==> config.mk <==
export PLATFORM = sky130hd
export DESIGN_NAME = indexed_pixel_unpack_remap
export DESIGN_NICKNAME = d
export VERILOG_FILES = /design/src/hw/rtl/ipur_pkg.sv /design/src/hw/rtl/indexed_pixel_unpack_remap.sv /design/src/hw/rtl/ipur_ram.sv /design/src/hw/rtl/ipur_front.sv /design/src/hw/rtl/ipur_queue.sv /design/src/hw/rtl/ipur_back.sv
export SDC_FILE = /design/constraint.sdc
export NUM_CORES = 2
export LEC_CHECK = 0
export BUFFER_PORTS_ARGS = -buffer_cell sky130_fd_sc_hd__buf_2
export CORE_MARGIN = 2
export CORE_UTILIZATION = 60
export DETAILED_ROUTE_END_ITERATION = 6
export MAX_ROUTING_LAYER = met4
export PLACE_DENSITY = 0.74
export SLEW_MARGIN = 10
export SYNTH_ARGS = -nofsm -noshare
export SYNTH_HDL_FRONTEND = slang
export SYNTH_SLANG_ARGS = --single-unit
==> constraint.sdc <==
create_clock -name clock -period 6.65 [get_ports clock]
set_clock_uncertainty 0.1 [all_clocks]
set_input_delay 0.9975 -clock clock [delete_from_list [all_inputs] [get_ports clock]]
set_output_delay 0.9975 -clock clock [all_outputs]
set_load 0.02 [all_outputs]
==> src/hw/rtl/ipur_pkg.sv <==
// Shared types and constants for the indexed pixel unpack and remap block.
package ipur_pkg;

   localparam int TABLE_DEPTH = 256;
   localparam int TABLE_AW    = $clog2(TABLE_DEPTH);
   localparam int MAX_WIDTH   = 1024;
   localparam int QUEUE_DEPTH = 4;
   localparam int QUEUE_AW    = $clog2(QUEUE_DEPTH);

   localparam logic [8:0]  PALETTE_RESET = 9'd256;
   localparam logic [10:0] WIDTH_RESET   = 11'd32;
   localparam logic [10:0] HEIGHT_RESET  = 11'd32;
   localparam logic [11:0] PITCH_RESET   = 12'd32;

   localparam logic [1:0] FUNC_BEGIN = 2'd0;
   localparam logic [1:0] FUNC_ENTRY = 2'd1;
   localparam logic [1:0] FUNC_PIXEL = 2'd2;

   localparam logic [1:0] CSR_PALETTE_ENTRIES = 2'd0;
   localparam logic [1:0] CSR_IMAGE_WIDTH     = 2'd1;
   localparam logic [1:0] CSR_IMAGE_HEIGHT    = 2'd2;
   localparam logic [1:0] CSR_ROW_PITCH       = 2'd3;

   typedef enum logic [1:0] {
      JOB_CLEAR,
      JOB_WRITE,
      JOB_PIXELS
   } job_kind_type;

   typedef struct packed {
      job_kind_type kind;
      logic [7:0]   byte_a;
      logic [7:0]   byte_b;
      logic [1:0]   bpp_code;
      logic [2:0]   last_k;
      logic         row_end;
      logic         last;
   } job_type;

   typedef struct packed {
      logic full;
      logic empty;
   } q_status_type;

endpackage

==> src/hw/rtl/indexed_pixel_unpack_remap.sv <==
// Top level of the indexed pixel unpack and remap block.
//
// Input stream (req_): tuser carries the function (begin image, palette entry,
// pixel byte), tdata the entry index, entry color and packed data byte.
// Result stream (rsp_): one remapped 8-bit pixel per transaction, tuser marks
// the last pixel of a row, tlast the last pixel of the image.
// csr_ writes palette entry count, image width, image height and row pitch;
// write only while the block is idle. csr_ready is always high.
// The front end takes one transaction per cycle, while the queue is not full,
// into a four-entry job queue. The back end reads the table once per pixel of
// a pixel byte (up to eight at 1 bpp, one at 8 bpp) through its single read
// port and takes a table write or begin as one job. A pixel byte passes the
// queue, the table read and stage 1 registers, then the output register.
// Reset restores the register defaults, empties the queue and pipeline and
// marks every table entry unloaded (reads as zero); a begin does the same for
// the table and row counters. When rsp_tready is low the output register
// holds, the pipeline and queue fill, and req_tready drops once it is full.
module indexed_pixel_unpack_remap (
   input  logic        clock,
   input  logic        reset,
   input  logic        req_tvalid,
   output logic        req_tready,
   input  logic [23:0] req_tdata,   // entry_index, entry_color, data_byte
   input  logic [1:0]  req_tuser,   // func
   output logic        rsp_tvalid,
   input  logic        rsp_tready,
   output logic [7:0]  rsp_tdata,   // pixel
   output logic        rsp_tuser,   // row_end
   output logic        rsp_tlast,
   input  logic        csr_valid,
   output logic        csr_ready,
   input  logic [1:0]  csr_index,
   input  logic [11:0] csr_data
);
   import ipur_pkg::*;

   logic         push;
   job_type      push_job;
   logic         pop;
   job_type      head;
   q_status_type q_status;

   ipur_front u_front (
      .clock      (clock),
      .reset      (reset),
      .req_tvalid (req_tvalid),
      .req_tready (req_tready),
      .req_tdata  (req_tdata),
      .req_tuser  (req_tuser),
      .csr_valid  (csr_valid),
      .csr_ready  (csr_ready),
      .csr_index  (csr_index),
      .csr_data   (csr_data),
      .q_status   (q_status),
      .push       (push),
      .push_job   (push_job)
   );

   ipur_queue u_queue (
      .clock    (clock),
      .reset    (reset),
      .push     (push),
      .push_job (push_job),
      .pop      (pop),
      .head     (head),
      .status   (q_status)
   );

   ipur_back u_back (
      .clock      (clock),
      .reset      (reset),
      .head       (head),
      .q_status   (q_status),
      .pop        (pop),
      .rsp_tvalid (rsp_tvalid),
      .rsp_tready (rsp_tready),
      .rsp_tdata  (rsp_tdata),
      .rsp_tuser  (rsp_tuser),
      .rsp_tlast  (rsp_tlast)
   );

`ifndef NO_ASSERTIONS
   a_queue_status : assert property (@(posedge clock) disable iff (reset)
      !(q_status.full && q_status.empty))
      else $error("queue reports full and empty at once");

   a_last_on_row_end : assert property (@(posedge clock) disable iff (reset)
      rsp_tvalid && rsp_tlast |-> rsp_tuser)
      else $error("image end flagged on a pixel that does not end a row");

   a_no_pop_empty : assert property (@(posedge clock) disable iff (reset)
      pop |-> !q_status.empty)
      else $error("job taken from an empty queue");

   a_quiet_after_reset : assert property (@(posedge clock)
      $past(reset) |-> !rsp_tvalid)
      else $error("result offered right after reset");
`endif

endmodule

==> src/hw/rtl/ipur_ram.sv <==
// Generic single-write, single-read RAM with registered read data.
module ipur_ram #(
   parameter int WIDTH = 8,
   parameter int DEPTH = 256
) (
   input  logic                     clock,
   input  logic                     wr_en,
   input  logic [$clog2(DEPTH)-1:0] wr_addr,
   input  logic [WIDTH-1:0]         wr_data,
   input  logic                     rd_en,
   input  logic [$clog2(DEPTH)-1:0] rd_addr,
   output logic [WIDTH-1:0]         rd_data
);

   logic [WIDTH-1:0] mem [DEPTH];

   always_ff @(posedge clock) begin
      if (wr_en) begin
         mem[wr_addr] <= wr_data;
      end
      if (rd_en) begin
         rd_data <= mem[rd_addr];
      end
   end

endmodule

==> src/hw/rtl/ipur_front.sv <==
// Front end: configuration registers, input acceptance, row tracking, job creation.
module ipur_front (
   input  logic                  clock,
   input  logic                  reset,
   input  logic                  req_tvalid,
   output logic                  req_tready,
   input  logic [23:0]           req_tdata,
   input  logic [1:0]            req_tuser,
   input  logic                  csr_valid,
   output logic                  csr_ready,
   input  logic [1:0]            csr_index,
   input  logic [11:0]           csr_data,
   input  ipur_pkg::q_status_type q_status,
   output logic                  push,
   output ipur_pkg::job_type     push_job
);
   import ipur_pkg::*;

   logic [8:0]  pal_entries_ff;
   logic [10:0] img_width_ff;
   logic [10:0] img_height_ff;
   logic [11:0] row_pitch_ff;
   logic [11:0] byte_in_row_ff, byte_in_row_in;
   logic [10:0] row_count_ff, row_count_in;

   logic        accept;
   logic [7:0]  entry_index;
   logic [7:0]  entry_color;
   logic [7:0]  data_byte;
   logic [1:0]  bpp_code;
   logic [3:0]  ppb;
   logic [10:0] width_eff;
   logic [11:0] pitch_eff;
   logic [14:0] start;
   logic [14:0] rem;
   logic [3:0]  n_pix;
   logic        active;
   logic        covers;
   logic        final_row;

   assign csr_ready   = 1'b1;
   assign req_tready  = !q_status.full;
   assign accept      = req_tvalid && req_tready;
   assign entry_index = req_tdata[7:0];
   assign entry_color = req_tdata[15:8];
   assign data_byte   = req_tdata[23:16];

   always_comb begin
      if (pal_entries_ff > 9'd16) begin
         bpp_code = 2'd3;
      end else if (pal_entries_ff > 9'd4) begin
         bpp_code = 2'd2;
      end else if (pal_entries_ff > 9'd2) begin
         bpp_code = 2'd1;
      end else begin
         bpp_code = 2'd0;
      end
   end

   assign ppb       = 4'd8 >> bpp_code;
   assign width_eff = (13'(img_width_ff) > 13'(MAX_WIDTH)) ? 11'(MAX_WIDTH) : img_width_ff;
   assign pitch_eff = (row_pitch_ff == 12'd0) ? 12'd1 : row_pitch_ff;
   assign start     = 15'(byte_in_row_ff) << (2'd3 - bpp_code);
   assign rem       = 15'(width_eff) - start;
   assign covers    = start < 15'(width_eff);
   assign n_pix     = (rem >= 15'(ppb)) ? ppb : rem[3:0];
   assign active    = row_count_ff < img_height_ff;
   assign final_row = (12'(row_count_ff) + 12'd1) == 12'(img_height_ff);

   always_comb begin
      byte_in_row_in = byte_in_row_ff;
      row_count_in   = row_count_ff;
      push           = 1'b0;
      push_job       = '0;
      push_job.byte_a   = entry_index;
      push_job.byte_b   = entry_color;
      push_job.bpp_code = bpp_code;
      push_job.last_k   = 3'(n_pix - 4'd1);
      push_job.row_end  = rem <= 15'(ppb);
      push_job.last     = (rem <= 15'(ppb)) && final_row;
      case (req_tuser)
         FUNC_BEGIN: begin
            push_job.kind  = JOB_CLEAR;
            push           = accept;
            byte_in_row_in = '0;
            row_count_in   = '0;
         end
         FUNC_ENTRY: begin
            push_job.kind = JOB_WRITE;
            push          = accept;
         end
         FUNC_PIXEL: begin
            push_job.kind   = JOB_PIXELS;
            push_job.byte_a = data_byte;
            push            = accept && active && covers;
            if (active) begin
               if ((13'(byte_in_row_ff) + 13'd1) >= 13'(pitch_eff)) begin
                  byte_in_row_in = '0;
                  row_count_in   = row_count_ff + 11'd1;
               end else begin
                  byte_in_row_in = byte_in_row_ff + 12'd1;
               end
            end
         end
         default: begin
            push_job.kind = JOB_CLEAR;
         end
      endcase
   end

   always_ff @(posedge clock) begin
      if (reset) begin
         pal_entries_ff <= PALETTE_RESET;
         img_width_ff   <= WIDTH_RESET;
         img_height_ff  <= HEIGHT_RESET;
         row_pitch_ff   <= PITCH_RESET;
         byte_in_row_ff <= '0;
         row_count_ff   <= '0;
      end else begin
         if (csr_valid && csr_ready) begin
            case (csr_index)
               CSR_PALETTE_ENTRIES: pal_entries_ff <= csr_data[8:0];
               CSR_IMAGE_WIDTH:     img_width_ff   <= csr_data[10:0];
               CSR_IMAGE_HEIGHT:    img_height_ff  <= csr_data[10:0];
               CSR_ROW_PITCH:       row_pitch_ff   <= csr_data;
               default:             row_pitch_ff   <= row_pitch_ff;
            endcase
         end
         if (accept) begin
            byte_in_row_ff <= byte_in_row_in;
            row_count_ff   <= row_count_in;
         end
      end
   end

endmodule

==> src/hw/rtl/ipur_queue.sv <==
// Short job queue between the front end and the back end.
module ipur_queue (
   input  logic                   clock,
   input  logic                   reset,
   input  logic                   push,
   input  ipur_pkg::job_type      push_job,
   input  logic                   pop,
   output ipur_pkg::job_type      head,
   output ipur_pkg::q_status_type status
);
   import ipur_pkg::*;

   job_type               slot_ff [QUEUE_DEPTH];
   logic [QUEUE_AW-1:0]   wr_ptr_ff;
   logic [QUEUE_AW-1:0]   rd_ptr_ff;
   logic [QUEUE_AW:0]     count_ff;

   assign head         = slot_ff[rd_ptr_ff];
   assign status.full  = count_ff == (QUEUE_AW+1)'(QUEUE_DEPTH);
   assign status.empty = count_ff == '0;

   always_ff @(posedge clock) begin
      if (push) begin
         slot_ff[wr_ptr_ff] <= push_job;
      end
      if (reset) begin
         wr_ptr_ff <= '0;
         rd_ptr_ff <= '0;
         count_ff  <= '0;
      end else begin
         if (push) begin
            wr_ptr_ff <= wr_ptr_ff + 1'b1;
         end
         if (pop) begin
            rd_ptr_ff <= rd_ptr_ff + 1'b1;
         end
         if (push && !pop) begin
            count_ff <= count_ff + 1'b1;
         end else if (pop && !push) begin
            count_ff <= count_ff - 1'b1;
         end
      end
   end

endmodule

==> src/hw/rtl/ipur_back.sv <==
// Back end: remap table, per-pixel unpacking, lookup pipeline and output register.
module ipur_back (
   input  logic                   clock,
   input  logic                   reset,
   input  ipur_pkg::job_type      head,
   input  ipur_pkg::q_status_type q_status,
   output logic                   pop,
   output logic                   rsp_tvalid,
   input  logic                   rsp_tready,
   output logic [7:0]             rsp_tdata,
   output logic                   rsp_tuser,
   output logic                   rsp_tlast
);
   import ipur_pkg::*;

   logic [TABLE_DEPTH-1:0] ent_valid_ff;
   logic [2:0]             k_ff;
   logic                   s1_valid_ff;
   logic                   s1_hit_ff;
   logic                   s1_row_end_ff;
   logic                   s1_last_ff;
   logic                   out_valid_ff;
   logic [7:0]             out_pixel_ff;
   logic                   out_row_end_ff;
   logic                   out_last_ff;

   logic                   has_job;
   logic                   out_adv;
   logic                   s1_adv;
   logic                   issue;
   logic                   last_pix;
   logic                   wr_en;
   logic                   wr_in_range;
   logic                   rd_in_range;
   logic [2:0]             sh;
   logic [7:0]             shifted;
   logic [7:0]             idx;
   logic [7:0]             ram_dout;

   assign has_job  = !q_status.empty;
   assign out_adv  = !out_valid_ff || rsp_tready;
   assign s1_adv   = !s1_valid_ff || out_adv;
   assign issue    = has_job && (head.kind == JOB_PIXELS) && s1_adv;
   assign last_pix = k_ff == head.last_k;
   assign wr_en    = has_job && (head.kind == JOB_WRITE);
   assign pop      = (has_job && (head.kind != JOB_PIXELS)) || (issue && last_pix);

   assign sh      = 3'({3'b000, k_ff} << head.bpp_code);
   assign shifted = head.byte_a << sh;

   always_comb begin
      case (head.bpp_code)
         2'd0:    idx = {7'b0, shifted[7]};
         2'd1:    idx = {6'b0, shifted[7:6]};
         2'd2:    idx = {4'b0, shifted[7:4]};
         default: idx = shifted;
      endcase
   end

   assign wr_in_range = 9'(head.byte_a) < 9'(TABLE_DEPTH);
   assign rd_in_range = 9'(idx) < 9'(TABLE_DEPTH);

   ipur_ram #(
      .WIDTH (8),
      .DEPTH (TABLE_DEPTH)
   ) u_table (
      .clock   (clock),
      .wr_en   (wr_en && wr_in_range),
      .wr_addr (head.byte_a[TABLE_AW-1:0]),
      .wr_data (head.byte_b),
      .rd_en   (issue),
      .rd_addr (idx[TABLE_AW-1:0]),
      .rd_data (ram_dout)
   );

   always_ff @(posedge clock) begin
      if (issue) begin
         s1_hit_ff     <= rd_in_range && ent_valid_ff[idx[TABLE_AW-1:0]];
         s1_row_end_ff <= last_pix && head.row_end;
         s1_last_ff    <= last_pix && head.last;
      end
      if (s1_valid_ff && out_adv) begin
         out_pixel_ff   <= s1_hit_ff ? ram_dout : 8'd0;
         out_row_end_ff <= s1_row_end_ff;
         out_last_ff    <= s1_last_ff;
      end
      if (reset) begin
         ent_valid_ff <= '0;
         k_ff         <= '0;
         s1_valid_ff  <= 1'b0;
         out_valid_ff <= 1'b0;
      end else begin
         if (has_job && (head.kind == JOB_CLEAR)) begin
            ent_valid_ff <= '0;
         end else if (wr_en && wr_in_range) begin
            ent_valid_ff[head.byte_a[TABLE_AW-1:0]] <= 1'b1;
         end
         if (issue) begin
            k_ff <= last_pix ? 3'd0 : k_ff + 3'd1;
         end
         if (s1_adv) begin
            s1_valid_ff <= issue;
         end
         if (out_adv) begin
            out_valid_ff <= s1_valid_ff;
         end
      end
   end

   assign rsp_tvalid = out_valid_ff;
   assign rsp_tdata  = out_pixel_ff;
   assign rsp_tuser  = out_row_end_ff;
   assign rsp_tlast  = out_last_ff;

endmodule

[Yosys cells after proc, flatten, opt, wreduce, memory -nomap -nowiden]
Memory sizes are Yosys's and may differ from the RTL's. A register that Yosys moved wholly into a read port is not among the register bits.
Index checks and enable logic that the tools add are counted.
Operators by class
  $add $sub $neg: 12
  $mul: 0
  divide/modulo/power cells: 0
  order comparisons: 12
  eq/ne operators: 15
  shift-type cells: 4
  mux-type cells: 29
  bitwise logic cells: 1
  reduce and logical (&&, ||, !) cells: 41
Operator list (count)
  $or 256x256->256: 1
  $mux 12: 3
  $mux 11: 3
  $pmux 12 s2: 1
  $pmux 8 s3: 1
  $pmux 11 s2: 1
  $lt 8x9->1 const B: 2
  $logic_and 1x1->1: 16
  $ge 15x4->1: 1
  $le 15x4->1: 1
  $lt 15x11->1: 1
  $shl 12x2->15: 1
  $sub 11x15->15: 1
  $add 12x1->13 const B: 1
  $ge 13x12->1: 1
  $add 11x1->12 const B: 1
  $add 12x1->12 const B: 1
  $eq 12x11->1: 1
  $logic_not 12->1: 1
  $mux 3: 4
  $add 11x1->11 const B: 1
  $gt 11x11->1 const B: 1
  $lt 11x11->1: 1
  $eq 2x2->1 const B: 5
  other kinds (32): 63
Word-level totals
  register bits after elaboration: 347
  latch bits: 0
  memory bits (writable): 2148
  memory bits (read-only): 0
  output and inout bits: 13
  logic and storage cells: 135
  memories: 2
Memories
  u_back.u_table.mem: depth 256, width 8, read ports 1, clocked after Yosys merged registers in 1, write ports 1, line ipur_ram.sv:15  | logic [WIDTH-1:0] mem [DEPTH];
  u_queue.slot_ff: depth 4, width 25, read ports 1, clocked after Yosys merged registers in 1, write ports 1, line ipur_queue.sv:13  | job_type slot_ff [QUEUE_DEPTH];

[Logic depth before layout (Yosys ltp)]
  word-level depth: 13
  gate-level depth with buffers: 27
  gate-level depth less buffers: 25

[Cells and area by module]
A second synthesis with hierarchy kept.
Second synthesis, totals
  cell total of the unflattened synthesis: 5895
  area, all modules: 100233.6 µm²
By module, submodules not included
  ipur_ram: times used 1, cells each 3733, area each 79636.4 µm², seq. area each 61739.2 µm²
  ipur_back: times used 1, cells each 1322, area each 11471.0 µm², seq. area each 5615.4 µm²
  ipur_front: times used 1, cells each 665, area each 5046.1 µm², seq. area each 1321.3 µm²
  ipur_queue: times used 1, cells each 175, area each 4080.2 µm², seq. area each 3183.1 µm²

[Worst setup path before layout]
OpenSTA, ideal clock, no wires.
  path kind: reg2reg
  start: reg u_front.pal_entries_ff[8]
  end: mem u_queue.slot_ff[0][0] (netlist name), enable pin
  arrival time: 5578 ps
  required time: 6140 ps
  path slack: 562 ps
  cell stages (with the launch flop): 20
  path buffers: 1
  clock period less this slack: 6088 ps
  path through: dfxtp_1 > or4_1 > nand4b_1 > buf_1 > mux2i_1 > or2_2 > ha_1 > nor2b_1 > o21ai_0 > a21boi_0 > o21ai_0 > a21boi_0 > o21ai_0 > a21boi_0 > o21ai_0 > a21oi_1 > inv_1 > a2111oi_0 > nor2_1 > nor2b_1
RTL lines
  from (decl): line ipur_front.sv:19  | logic [8:0] pal_entries_ff;
  from (signal assigned): line ipur_front.sv:122  | CSR_PALETTE_ENTRIES: pal_entries_ff <= csr_data[8:0];
  to (decl): line ipur_queue.sv:13

==> out/summary.txt <==
run status = complete, but fails checks
failing checks = negative setup slack
Remaining DRCs = 0
TritonCTS clock tree = done
All-Layer GR Usage = 35.70%
# placed instances = 9,694
DRT antenna net count = 0
vias in the first global route = 64.48k
total congestion overflow = 0
ys flop type = edfxtp_1
P per Cell Area = 525.7 nW/µm²
Max Cap Viol = 0
FFs w/ async S/R, synth = 0%
number of detailed-route iterations in the first pass = 6
Yosys cell types = 91
I/O pins = 58
Area Growth Syn to Fin = 10.95%
final WL = 304.9 mm
Core Box Area = 168,900 µm²
ratio of final minimum period to clock period = 100.3%
die area = 172,800 µm²
post-synthesis sequential area ratio = 70.67%
dpl hpwl = 184.2 mm
initial antenna violation count = 18
Max H-tree Level = 4
Layout Nets = 7,813
CTS Buffer Depth = 3
Final Non-Filler Cells = 10.17k
EDFF count, synth = 2,169
Synthesis Warnings = 0
post-layout util = 66.79%
die span in y = 415.7 µm
Num CTS Buffers = 235
fin crit period = 6669 ps
placed cell areas = 105,000 µm²
Max Freq = 150.0 MHz
vias = 68.47k
GPL Wtd Cong = 0.9606
Root Buffer = clkbuf_16
Initial Utilization = 60.20%
synthesized flop and latch total = 2,505
Slew HR = 4.068%
Hold Path Class = input pin to flop
post-route cell area = 112,800 µm²
Die X = 415.7 µm
RSZ-0062 raised after global routing = no
Via density = 6.732
Slew @ Worst Pin = 1434 ps
Clock Latency Late Sink = 880 ps
Worst Path Max Fanout = 25
WP data arrival = 7210 ps
Wirelength per Cell = 29.98 µm
largest net degree at the start of global routing = 197
syn avg cell area = 13.27 µm²
Mapped Nets = 7,756
Synth Cell Area = 101,700 µm²
startpoint type of the worst setup path = flop
hold_buf cts = 0
share of cells above drive strength 1 = 9.721%
Fin Setup TNS = -18.55 ps
Port Buf Inserts = 56
Slew Viols, Final = 0
Mapped Cells = 7,662
# rows = 151
# setup viols final = 1
First DRT Iteration DRCs = 11.32k
Req. time, crit path = 7190 ps
first-pass GRT wire length = 437.1 mm
VDD IR max = 0.0004620 V
kind of critical path = flop to flop
crit end category = flop
post-layout worst setup margin = -18.55 ps
final hold violations = 0
# clock sinks = 2,505
Leak = 0.03872 µW
Clock transition at path regs = 60 ps
==> flip-flops by register name, indices dropped and copies added (netlist names), 3 cells and up, named ones only <==
signal                  count
u_back.u_table.mem       2048
u_back.ent_valid_ff       256
u_queue.slot_ff           100
u_front.byte_in_row_ff     12
u_front.row_pitch_ff       12
u_front.img_height_ff      11
u_front.img_width_ff       11
u_front.row_count_ff       11
u_front.pal_entries_ff      9
u_back.rsp_tdata            8
u_back.u_table.rd_data      8
u_back.k_ff                 3
u_queue.count_ff            3
==> cells in the mapped netlist, types with 25 or more instances <==
master | count | area share, %
a211oi_1 | 29 | 0.21
a21oi_1 | 261 | 1.3
a311oi_1 | 82 | 0.71
a31oi_1 | 94 | 0.58
and3_1 | 117 | 0.72
buf_1 | 34 | 0.13
buf_2 | 201 | 0.99
buf_4 | 47 | 0.35
clkbuf_1 | 198 | 0.73
dfxtp_1 | 336 | 6.6
edfxtp_1 | 2169 | 64
ha_1 | 47 | 0.58
inv_1 | 45 | 0.17
mux2i_1 | 504 | 5.0
mux4_2 | 25 | 0.55
nand2_1 | 1558 | 5.8
nand3_1 | 417 | 2.1
nand4_1 | 44 | 0.27
nor2_1 | 344 | 1.3
nor2b_1 | 30 | 0.18
nor3_1 | 87 | 0.43
nor4_1 | 80 | 0.49
o21a_1 | 267 | 2.0
o21ai_0 | 72 | 0.35
o221ai_1 | 101 | 0.87
o22ai_1 | 144 | 0.89
xor2_1 | 26 | 0.22
==> layout make-up <==
cell class	count	area, µm²
fillers	11640	56090
multi-input cells	4605	27340
clock inverters	95	982.2
repair buffers	325	2890
clock buffers	354	6731
flip-flops and latches	2505	71860
inverters	47	176.4
diodes	22	55.05
well taps	2218	2775
==> cell families after synthesis <==
group | after synthesis | share of synthesized area [%]
and+or+nand+nor | 2752 | 11.69
other | 1 | 0.003688
xor gates and xnor gates | 47 | 0.4048
adders and majority gates | 49 | 0.6177
muxes | 544 | 5.690
DFF | 2505 | 70.67
buffers and inverters | 552 | 2.653
AOI/OAI and AO/OA | 1212 | 8.273
==> per-stage QoR <==
stage	setup WS [ps]	hold WS, ps	total power [µW]
after global routing	23.52	221.1	60630
after floorplan	561.8	300.3	34520
after CTS	69.43	192.3	58320
after detailed placement	-194.3	329.5	45090
after global placement	-61.10	341.0	44670
final	-18.55	233.8	59300
==> path summary, 6_finish.rpt <==
check                          start                   endpoint  slack, ps  depth (start not counted)
min                    req_tdata[11]     u_queue.slot_ff[2][10]        230                          1
max reg2reg                     flop  u_back.u_table.rd_data[2]        -20                         16
max                             flop  u_back.u_table.rd_data[2]        -20                         16
min reg2reg  u_front.row_pitch_ff[0]    u_front.row_pitch_ff[0]        360                          2
==> routing by layer <==
metal	vias up	wire (µm)	track usage [%]	part of all wire, %
met2	5105	139300	52.75	46
met1	33630	108100	45.52	35
met5	-	0	-	0
met3	932	39030	9.056	13
li1	28800	-	-	-
met4	0	18420	19.60	6.0
==> timing repair <==
item,in CTS,in global routing
gates cloned,0,0
pin swaps,0,1
gates resized for setup,2,0
buffers inserted,0,6
endpoints found under the setup margin,1,2
endpoints found under the hold margin,0,0
==> worst max-delay path, stage by stage, from the launching register on <==
cell	delay [ps]
dfxtp_2	400
buf_4	450
nand2_2	150
o22ai_4	240
nand2_2	150
mux2i_1	260
o311a_1	460
a31oi_4	780
buf_12	280
buf_4	280
buf_4	270
a31oi_1	220
a41oi_2	510
o31ai_1	380
a31oi_1	640
o31ai_1	400
o32a_1	380
==> cell usage in the layout (no fill, tap or decap), drive strengths merged, types with 10 or more instances in the layout <==
cell type / count
edfxtp: 2169
nand2: 1561
mux2i: 506
nand3: 417
clkbuf: 354
nor2: 344
dfxtp: 336
buf: 325
o21a: 268
a21oi: 261
o22ai: 145
and3: 117
o221ai: 102
a31oi: 95
nor3: 89
a311oi: 82
nor4: 81
o21ai: 74
clkinv: 67
inv: 58
ha: 47
nand4: 44
nor2b: 30
a211oi: 29
xor2: 26
mux4: 25
diode: 22
xnor2: 21
o211ai: 21
and2: 19
a32oi: 17
a21o: 14
bufinv: 13
mux2: 13
nor3b: 11
a32o: 11
or2: 10
o31ai: 10
==> where the power goes <==
part           switching (µW)  total, µW  internal [µW]  leakage [µW]
clock network            5900      13400           7510       0.00375
registers                 109      19100          19000        0.0222
logic                   19300      26800           7500        0.0127
total                   25300      59300          34000        0.0387
Note: power is estimated with default switching activity, not from simulation.
